File: config.mk
export PLATFORM = sky130hd
export DESIGN_NAME = smbr_ctrl
export DESIGN_NICKNAME = d
export VERILOG_FILES = /design/src/rtl/core/smbr_pkg.sv /design/src/rtl/core/smbr_ctrl.sv
export SDC_FILE = /design/constraint.sdc
export NUM_CORES = 1
export LEC_CHECK = 0
export ABC_CLOCK_PERIOD_IN_PS = 1700
export BUFFER_PORTS_ARGS = -buffer_cell sky130_fd_sc_hd__buf_2
export CORE_AREA = 5 5 42 44
export CTS_CLUSTER_SIZE = 30
export DETAILED_ROUTE_END_ITERATION = 12
export DIE_AREA = 0 0 47 49
export HOLD_SLACK_MARGIN = 0.02
export SETUP_SLACK_MARGIN = 0.3
export SYNTH_ARGS = -nofsm -noshare
export SYNTH_HDL_FRONTEND = slang
export SYNTH_SLANG_ARGS = --single-unit
File: constraint.sdc
create_clock -name clk -period 1.7 [get_ports clk]
set_input_delay 0.085 -clock clk [delete_from_list [all_inputs] [get_ports clk]]
set_output_delay 0.085 -clock clk [all_outputs]
set_load 0.02 [all_outputs]
File: src/rtl/core/smbr_pkg.sv
`default_nettype none
// ---------------------------------------------------------------------------
// smbr_pkg
// shared types, codes and constants of the bounded random generator
// ---------------------------------------------------------------------------
package smbr_pkg;

  localparam logic [63:0] MIX_MUL_A   = 64'hff51afd7ed558ccd;
  localparam logic [63:0] MIX_MUL_B   = 64'hc4ceb9fe1a85ec53;
  localparam logic [63:0] GAMMA_RESET = 64'h9e3779b97f4a7c15;
  localparam int unsigned MAX_DRAWS   = 256;
  localparam int unsigned CNT_W       = $clog2(MAX_DRAWS) + 1;
  localparam int unsigned MIX_SHIFT   = 33;

  localparam logic [2:0] KIND_RAW64   = 3'd0;
  localparam logic [2:0] KIND_RAW32   = 3'd1;
  localparam logic [2:0] KIND_RANGE64 = 3'd2;
  localparam logic [2:0] KIND_RANGE32 = 3'd3;
  localparam logic [2:0] KIND_TOPBITS = 3'd4;
  localparam logic [2:0] KIND_BOOL    = 3'd5;

  localparam logic CFG_GAMMA = 1'b0;
  localparam logic CFG_SEED  = 1'b1;

  typedef enum logic [2:0] {
    S_IDLE, S_DRAW, S_MUL1, S_MUL2, S_EVAL, S_DIV, S_CHECK, S_OUT
  } smbr_state_t;

  typedef enum logic [2:0] {
    RES_SIMPLE, RES_MASK, RES_DIRECT, RES_LO, RES_REM
  } smbr_res_t;

  typedef struct packed {
    logic      load;
    logic      draw;
    logic      count;
    logic      mix2;
    logic      div_start;
    logic      finish;
    smbr_res_t res_sel;
    logic      publish;
  } smbr_cmd_t;

  typedef struct packed {
    logic skip;
    logic is_range;
    logic pow2;
    logic fits;
    logic in_range;
    logic accept;
    logic cnt_max;
    logic mul_done;
    logic div_done;
    logic out_busy;
  } smbr_status_t;

  function automatic logic [63:0] sext32(logic [31:0] x);
    return {{32{x[31]}}, x};
  endfunction

endpackage
`default_nettype wire

File: src/rtl/core/smbr_ctrl.sv
`default_nettype none
// ---------------------------------------------------------------------------
// smbr_ctrl
// request sequencer: draw, mix, reduce and hand over one word per request
// ---------------------------------------------------------------------------
module smbr_ctrl
  import smbr_pkg::*;
(
  input  wire logic         clk,
  input  wire logic         rst_n,
  input  wire logic         in_tvalid,
  output logic              in_tready,
  input  wire smbr_status_t st,
  output smbr_cmd_t         cmd
);

  smbr_state_t state_r, state_nxt;

  always_ff @(posedge clk) begin
    if (!rst_n) begin
      state_r <= S_IDLE;
    end else begin
      state_r <= state_nxt;
    end
  end

  always_comb begin
    state_nxt = state_r;
    case (state_r)
      S_IDLE: begin
        if (in_tvalid) state_nxt = st.skip ? S_OUT : S_DRAW;
      end
      S_DRAW: state_nxt = S_MUL1;
      S_MUL1: begin
        if (st.mul_done) state_nxt = S_MUL2;
      end
      S_MUL2: begin
        if (st.mul_done) state_nxt = S_EVAL;
      end
      S_EVAL: begin
        if (!st.is_range || st.pow2) state_nxt = S_OUT;
        else if (st.fits) state_nxt = S_DIV;
        else if (st.in_range || st.cnt_max) state_nxt = S_OUT;
        else state_nxt = S_MUL1;
      end
      S_DIV: begin
        if (st.div_done) state_nxt = S_CHECK;
      end
      S_CHECK: begin
        if (st.accept || st.cnt_max) state_nxt = S_OUT;
        else state_nxt = S_MUL1;
      end
      S_OUT: begin
        if (!st.out_busy) state_nxt = S_IDLE;
      end
      default: state_nxt = S_IDLE;
    endcase
  end

  always_comb begin
    cmd       = '0;
    cmd.res_sel = RES_SIMPLE;
    in_tready = 1'b0;
    case (state_r)
      S_IDLE: begin
        in_tready = 1'b1;
        cmd.load  = in_tvalid;
      end
      S_DRAW: cmd.draw = 1'b1;
      S_MUL1: cmd.mix2 = st.mul_done;
      S_MUL2: ;
      S_EVAL: begin
        if (!st.is_range) begin
          cmd.finish = 1'b1;
        end else if (st.pow2) begin
          cmd.finish  = 1'b1;
          cmd.res_sel = RES_MASK;
        end else if (st.fits) begin
          cmd.div_start = 1'b1;
        end else if (st.in_range) begin
          cmd.finish  = 1'b1;
          cmd.res_sel = RES_DIRECT;
        end else if (st.cnt_max) begin
          cmd.finish  = 1'b1;
          cmd.res_sel = RES_LO;
        end else begin
          cmd.draw  = 1'b1;
          cmd.count = 1'b1;
        end
      end
      S_DIV: ;
      S_CHECK: begin
        if (st.accept || st.cnt_max) begin
          cmd.finish  = 1'b1;
          cmd.res_sel = RES_REM;
        end else begin
          cmd.draw  = 1'b1;
          cmd.count = 1'b1;
        end
      end
      S_OUT: cmd.publish = !st.out_busy;
      default: ;
    endcase
  end

endmodule
`default_nettype wire

==> metrics.txt, run 1 <==
result of the run finished, final reports clean; number of library cell types mapped by synthesis 30; P_leak 0.296 nW; Detail Placement HPWL 939 um; detailed-route vias per instance 5.15; post-synthesis compound-gate area fraction 0.352; root buf cell sky130_fd_sc_hd__clkbuf_4; registers with the most flip-flops state_r: 3 flops; nets in the synthesized netlist 67; flip-flop count of the largest register, all copies and words added 3; DRT iter0 DRCs 10; first-pass GRT wire length 2040 um; worst-path cell chain nor3b_4 -> nand2_2 -> a211oi_4 -> a21o_1 -> buf_6; Max IR drop VDD 0.420 mV; initial core utilization 0.281; number of max-cap violations 0; commonest cells after routing, fill and taps aside 18 x sky130_fd_sc_hd__buf_2, 7 x sky130_fd_sc_hd__nor2_1, 7 x sky130_fd_sc_hd__buf_4; total core area 1400 sq um; largest cells by area after synthesis sky130_fd_sc_hd__dfxtp_1 15%, sky130_fd_sc_hd__a21oi_1 7.6%, sky130_fd_sc_hd__nor2_1 6.7%, sky130_fd_sc_hd__buf_6 5.7%, sky130_fd_sc_hd__nand2_1 5.7%; Max Fanout on Critical Path 3; CTS tree yes; number of warnings printed during yosys synthesis 0; # DRC 0; NumNets Final 96; via count of the first global-routing pass 481; Seq/Total Area, Yosys 0.152; number of buffers inserted during clock tree synthesis 3; die width 47 um; minimum period implied by the final worst setup slack 1.45 ns; final count of pins violating max slew 0; Req. time, crit path 1.62 ns; Fin Setup TNS 0 ns; hold_buf cts 0; DR WL/cell 13.0 um; synthesized-area fraction occupied by adder cells 0; clk slew on worst S/H paths 0.04 ns; library cell contributing the largest single delay on the critical path sky130_fd_sc_hd__dfxtp_4; dominant combinational cell family by area after synthesis simple AND/OR/NAND/NOR gates; count of H-tree levels built during CTS 1; Skew-Pair Late Insertion Delay 0.23 ns; layout cells sized above 1 0.573; number of cells produced by synthesis 54; mux cell area share after synthesis 0.0254; path class of the lowest-slack min-delay path input pin to register; met3 Resource Use GR 0.0369; met2 routing resource usage after global routing 0.197; post-synthesis share of cell area spent on xor and xnor gates 0; most common cell after layout, fill and taps aside sky130_fd_sc_hd__buf_2; Pwr per Cell Area 1170 nW/um^2; IO Pins 24; post-synthesis cell type with the largest combined area sky130_fd_sc_hd__dfxtp_1; netlist area before placement 394 sq um; post-placement setup slack 0.288 ns; largest delay contributor family on the critical path simple AND/OR/NAND/NOR gates; detailed-router iteration count before antenna repair 4; fraction of post-synthesis cell area in the top cell type by area 0.152; maximum clock insertion buffer count 2; Vias 505; number of failing setup endpoints in the final timing report 0; register with the most flip-flops state_r; EDFF count, synth 0; setup repair after global routing missed its margin true; Max Clk Rate 0.688 GHz; Startpoint Class register; primary flip-flop cell chosen by synthesis mapping sky130_fd_sc_hd__dfxtp_1; area grow syn2layout 63.2%; crit path buf inv count 1; fin crit share 0.855; simple-gate portion of the synthesized area 0.384; average footprint of a synthesized cell 7.30 sq um; final WL 1270 um; antenna violations before repair 0; Cell Rows 14; IO buf count 23; fill count 154; # diodes 0; critical path endpoint category output port; Post-synth ARST share 0; critical path data arrival time 1.37 ns; clock sinks 3; RD Place Congestion 0.873; final worst-path setup slack 0.246 ns; remaining antenna violation count after routing 0; gr busiest metal met2; worst slew margin relative to its limit 0.795; Max stage delay on crit path 0.34 ns; transition at the pin with the smallest max-transition slack 0.307 ns; register-to-register path setup slack 0.38 ns; largest clock skew in the final design 0.00192 ns; Die Outline Area 2300 sq um; register bit total from synthesis 3; pin count of the biggest net entering global routing 14; total congestion overflow after global routing 0; Crit Path Class register to output port; endpoints failing hold 0; global-route total usage across every layer 0.120; met1 Use GR 0.136; height of the chip 49 um
## power by group
| group | switching [mW] | leakage (nW) | internal [mW] | total, mW |
|---|---|---|---|---|
| registers | 0.0687 | 0.0261 | 0.101 | 0.169 |
| clock network | 0.0351 | 0.0150 | 0.0879 | 0.123 |
| logic | 0.238 | 0.255 | 0.221 | 0.459 |
| total | 0.342 | 0.296 | 0.409 | 0.751 |
## per-stage QoR
| stage | util | total power, mW | instance area (sq um) | instances | hold WS (ns) |
|---|---|---|---|---|---|
| 6_report | 0.459 | 0.751 | 643 | 98 | 0.145 |
| 5_1_grt | 0.459 | 0.806 | 643 | 98 | 0.154 |
| 4_1_cts | 0.424 | 0.702 | 594 | 97 | 0.140 |
| 3_5_place_dp | 0.367 | 0.509 | 514 | 91 | 0.386 |
| 3_3_place_gp | 0.367 | 0.509 | 514 | 91 | 0.380 |
| 2_1_floorplan | - | 0.434 | 402 | 54 | 0.203 |
## layer usage
layer,vias to the layer above,part of all wire
li1,260,-
met1,228,0.41
met2,17,0.50
met3,0,0.087
met4,0,0
met5,-,0
## synth_stat cells (2+ instances only)
library cell,instances
sky130_fd_sc_hd__buf_6,2
sky130_fd_sc_hd__dfxtp_1,3
sky130_fd_sc_hd__o21ai_1,2
sky130_fd_sc_hd__and3_1,2
sky130_fd_sc_hd__nor2_1,7
sky130_fd_sc_hd__a21oi_1,6
sky130_fd_sc_hd__nand2b_1,3
sky130_fd_sc_hd__a2bb2oi_1,2
sky130_fd_sc_hd__nand2_1,6
## worst paths after layout
check / start / end / cells after the start
setup / recovery: state_r[1] / cmd[8] / 5
hold / removal: rst_n / state_r[0] / 3
hold reg to reg: state_r[2] / state_r[2] / 2
setup reg to reg: state_r[1] / state_r[2] / 5
## cell families after synthesis
family	count (synthesis)
AOI/OAI and AO/OA	19
DFF	3
and+or+nand+nor	27
muxes	1
buffers and inverters	4
## layout make-up
| cell class | instances | area (sq um) | area share |
|---|---|---|---|
| Clock buffer | 4 | 26.3 | 0.0409 |
| Inverter | 1 | 3.75 | 0.00584 |
| Multi-Input combinational cell | 47 | 362 | 0.562 |
| Sequential cell | 3 | 66.3 | 0.103 |
| Tap cell | 16 | 20.0 | 0.0311 |
| Timing Repair Buffer | 27 | 165 | 0.257 |
## worst register-to-register path, cell delays in order, from the launching register on
cell                       delay [ns]
sky130_fd_sc_hd__dfxtp_4         0.34
sky130_fd_sc_hd__buf_4           0.13
sky130_fd_sc_hd__buf_6           0.14
sky130_fd_sc_hd__or3_1           0.39
sky130_fd_sc_hd__a21oi_2         0.14
sky130_fd_sc_hd__a211oi_1        0.05
## timing repair
action	in CTS	in global routing
pin swaps	3	3
buffers inserted	2	1
endpoints found under the setup margin	10	10
gates resized for setup	11	12
(Power assumes the default switching activity.)
==> inputs of run 2 (changes only) <==
--- a/config.mk
+++ b/config.mk
@@ -11,6 +11,7 @@
 export CTS_CLUSTER_SIZE = 30
 export DETAILED_ROUTE_END_ITERATION = 12
 export DIE_AREA = 0 0 47 49
+export GPL_TIMING_DRIVEN = 0
 export HOLD_SLACK_MARGIN = 0.02
 export SETUP_SLACK_MARGIN = 0.3
 export SYNTH_ARGS = -nofsm -noshare
==> run 2 against run 1 <==
Register-to-register slack worse by 0.08 ns. Critical path depth stayed put. Sequential share of layout area is 1.0 points lower. Non-clock buffer count is 5 higher. Largest cell class unchanged. Total power is 0.12% higher. First-iteration DRC count is 30% lower. Worst setup slack worse by 0.020 ns. Wire length is 1.2% lower.
==> metrics.txt, run 2 (same netlist as run 1, synthesis figures left out) <==
result of the run finished, final reports clean; number of max-cap violations 0 (unchanged); count of H-tree levels built during CTS 1 (unchanged); layout cells sized above 1 0.529 (-0.0444); first-pass GRT wire length 1930 um (-5.7%); RD Place Congestion 0.767 (-12%); Crit Path Class register to output port; pin count of the biggest net entering global routing 11 (-3); clk slew on worst S/H paths 0.03 ns (about the same); internal power of the cells 0.413 mW (+1.1%); worst reg2reg endpoint state_r[2]; NumNets Final 101 (+5.2%); library cell contributing the largest single delay on the critical path sky130_fd_sc_hd__dfxtp_4; worst slew margin relative to its limit 0.821 (+0.0259); fraction of power spent switching nets 0.450 (-0.00534); Detail Placement HPWL 977 um (+4.0%); sequential fraction of design power 0.157 (-0.068); via count of the first global-routing pass 477 (-0.83%); Max Clk Rate 0.678 GHz (-1.4%); # diodes 0 (unchanged); cell depth of the worst hold path 3 (unchanged); share of power burned in the clock network 0.163 (about the same); register-to-register path setup slack 0.30 ns (-0.08 ns); detailed-route vias per instance 5.03 (-2.4%); most common cell after layout, fill and taps aside sky130_fd_sc_hd__buf_2; Cell Rows 14 (unchanged); Worst Hold Launch rst_n; maximum clock insertion buffer count 2 (unchanged); number of placed cells counting well taps 93 (+2.2%); Die Outline Area 2300 sq um (unchanged); registers with the most flip-flops state_r: 3 flops; Vias 518 (+2.6%); crit path buf inv count 1 (unchanged); final count of pins violating max slew 0 (unchanged); Fin Setup TNS 0 ns (unchanged); register with the most flip-flops state_r; Pwr per Cell Area 1100 nW/um^2 (-6.1%); critical path endpoint category output port; detailed-router iteration count before antenna repair 4 (unchanged); critical path data arrival time 1.39 ns (+0.02 ns); NetSw 0.338 mW (-1.1%); flip-flop count of the largest register, all copies and words added 3 (unchanged); Skew-Pair Late Insertion Delay 0.23 ns (about the same); DRT iter0 DRCs 7 (-3); global-route total usage across every layer 0.112 (-0.00828); area grow syn2layout 74.0%; Req. time, crit path 1.62 ns (about the same); Finished Layout Cells 103 (+5.1%); clock sinks 3 (unchanged); IO Pins 24 (unchanged); Hold EP state_r[1]; P_leak 0.316 nW (+6.7%); largest clock skew in the final design 0.00174 ns (-0.000179 ns); remaining antenna violation count after routing 0 (unchanged); Logic pwr share 0.681 (+0.070); worst-path cell chain nor3b_4 -> nand2_2 -> a211oi_4 -> a21o_1 -> buf_6; minimum period implied by the final worst setup slack 1.47 ns (+0.0203 ns); worst-case reg-to-reg path depth 6 (+1); DR WL/cell 12.2 um (-6.0%); total congestion overflow after global routing 0 (unchanged); setup repair after global routing missed its margin true; Max Fanout on Critical Path 2 (-1); Max IR drop VDD 0.693 mV (+65%); fill count 158 (+2.6%); Startpoint Class register; overall power of the completed layout 0.752 mW (+0.12%); total core area 1400 sq um (unchanged); fin crit share 0.867 (+0.0119); CTS tree yes; root buf cell sky130_fd_sc_hd__clkbuf_4; final WL 1260 um (-1.2%); die width 47 um (unchanged); Max stage delay on crit path 0.34 ns (about the same); commonest cells after routing, fill and taps aside 18 x sky130_fd_sc_hd__buf_2, 7 x sky130_fd_sc_hd__buf_4, 6 x sky130_fd_sc_hd__nor2_1, 6 x sky130_fd_sc_hd__buf_6, 5 x sky130_fd_sc_hd__a21oi_1; antenna violations before repair 0 (unchanged); initial core utilization 0.281 (unchanged); endpoints failing hold 0 (unchanged); # DRC 0 (unchanged); Worst R2R Start state_r[1]; largest delay contributor family on the critical path compound AO/OA/AOI/OAI gates; path class of the lowest-slack min-delay path input pin to register; IO buf count 23 (unchanged); number of failing setup endpoints in the final timing report 0 (unchanged); number of buffers inserted during clock tree synthesis 3 (unchanged); height of the chip 49 um (unchanged); transition at the pin with the smallest max-transition slack 0.268 ns (-0.0389 ns)
## run 2: worst max path at each step
stage / start / to / slack, ns / depth (start not counted)
detailed placement: state_r[1] / cmd[8] / 0.29 / 5
global placement: state_r[1] / cmd[8] / 0.28 / 5
finish: state_r[1] / cmd[8] / 0.23 / 5
CTS: state_r[1] / cmd[8] / 0.21 / 5
global route: state_r[1] / cmd[2] / 0.13 / 7
floorplan: state_r[1] / cmd[1] / 0.32 / 2
## run 2: power by group through the flow
stage / combinational (mW) / sequential [mW] / clock [mW]
CTS: 0.463 / 0.116 / 0.129
global placement: 0.416 / 0.126 / 0
finish: 0.512 / 0.118 / 0.122
floorplan: 0.317 / 0.117 / 0
global route: 0.558 / 0.121 / 0.143
detailed placement: 0.417 / 0.125 / 0
## run 2: worst register-to-register path, stage by stage, from the launching register on
cell                       delay [ns]
sky130_fd_sc_hd__dfxtp_4         0.34
sky130_fd_sc_hd__nor3b_4         0.23
sky130_fd_sc_hd__nand2_2         0.10
sky130_fd_sc_hd__buf_4           0.14
sky130_fd_sc_hd__buf_4           0.12
sky130_fd_sc_hd__o21ai_1         0.21
sky130_fd_sc_hd__a211oi_1        0.12
## run 2: per-layer routing
| metal | global-route usage | part of all wire | vias to the layer above |
|---|---|---|---|
| li1 | - | - | 267 |
| met1 | 0.134 | 0.42 | 232 |
| met2 | 0.183 | 0.50 | 19 |
| met3 | 0.0406 | 0.085 | 0 |
| met4 | 0.0276 | 0 | 0 |
| met5 | 0 | 0 | - |
## run 2: timing repair
action                                  CTS  global route
resized for setup                         4            17
endpoints found under the setup margin    3             8
pin swaps                                 3             4
hold buffers                              0             0
buffers inserted                          5             1
## run 2: layout make-up
cell class	count	area [sq um]	area share
tap	16	20.0	0.0292
timing repair buffer	29	191	0.279
clock buffer	4	26.3	0.0383
inverter	1	3.75	0.00547
sequential	3	63.8	0.0931
buffer	3	33.8	0.0493
multi-input combinational	47	347	0.505
## run 2: through the flow
stage                     area, sq um  hold slack [ns]  utilization  setup slack (ns)
after CTS                         611            0.145        0.436             0.214
after global placement            537            0.381        0.383             0.283
final                             686            0.155        0.489             0.226
after floorplan                   402            0.203            -             0.324
after global routing              686            0.161        0.489             0.135
after detailed placement          537            0.391        0.383             0.291
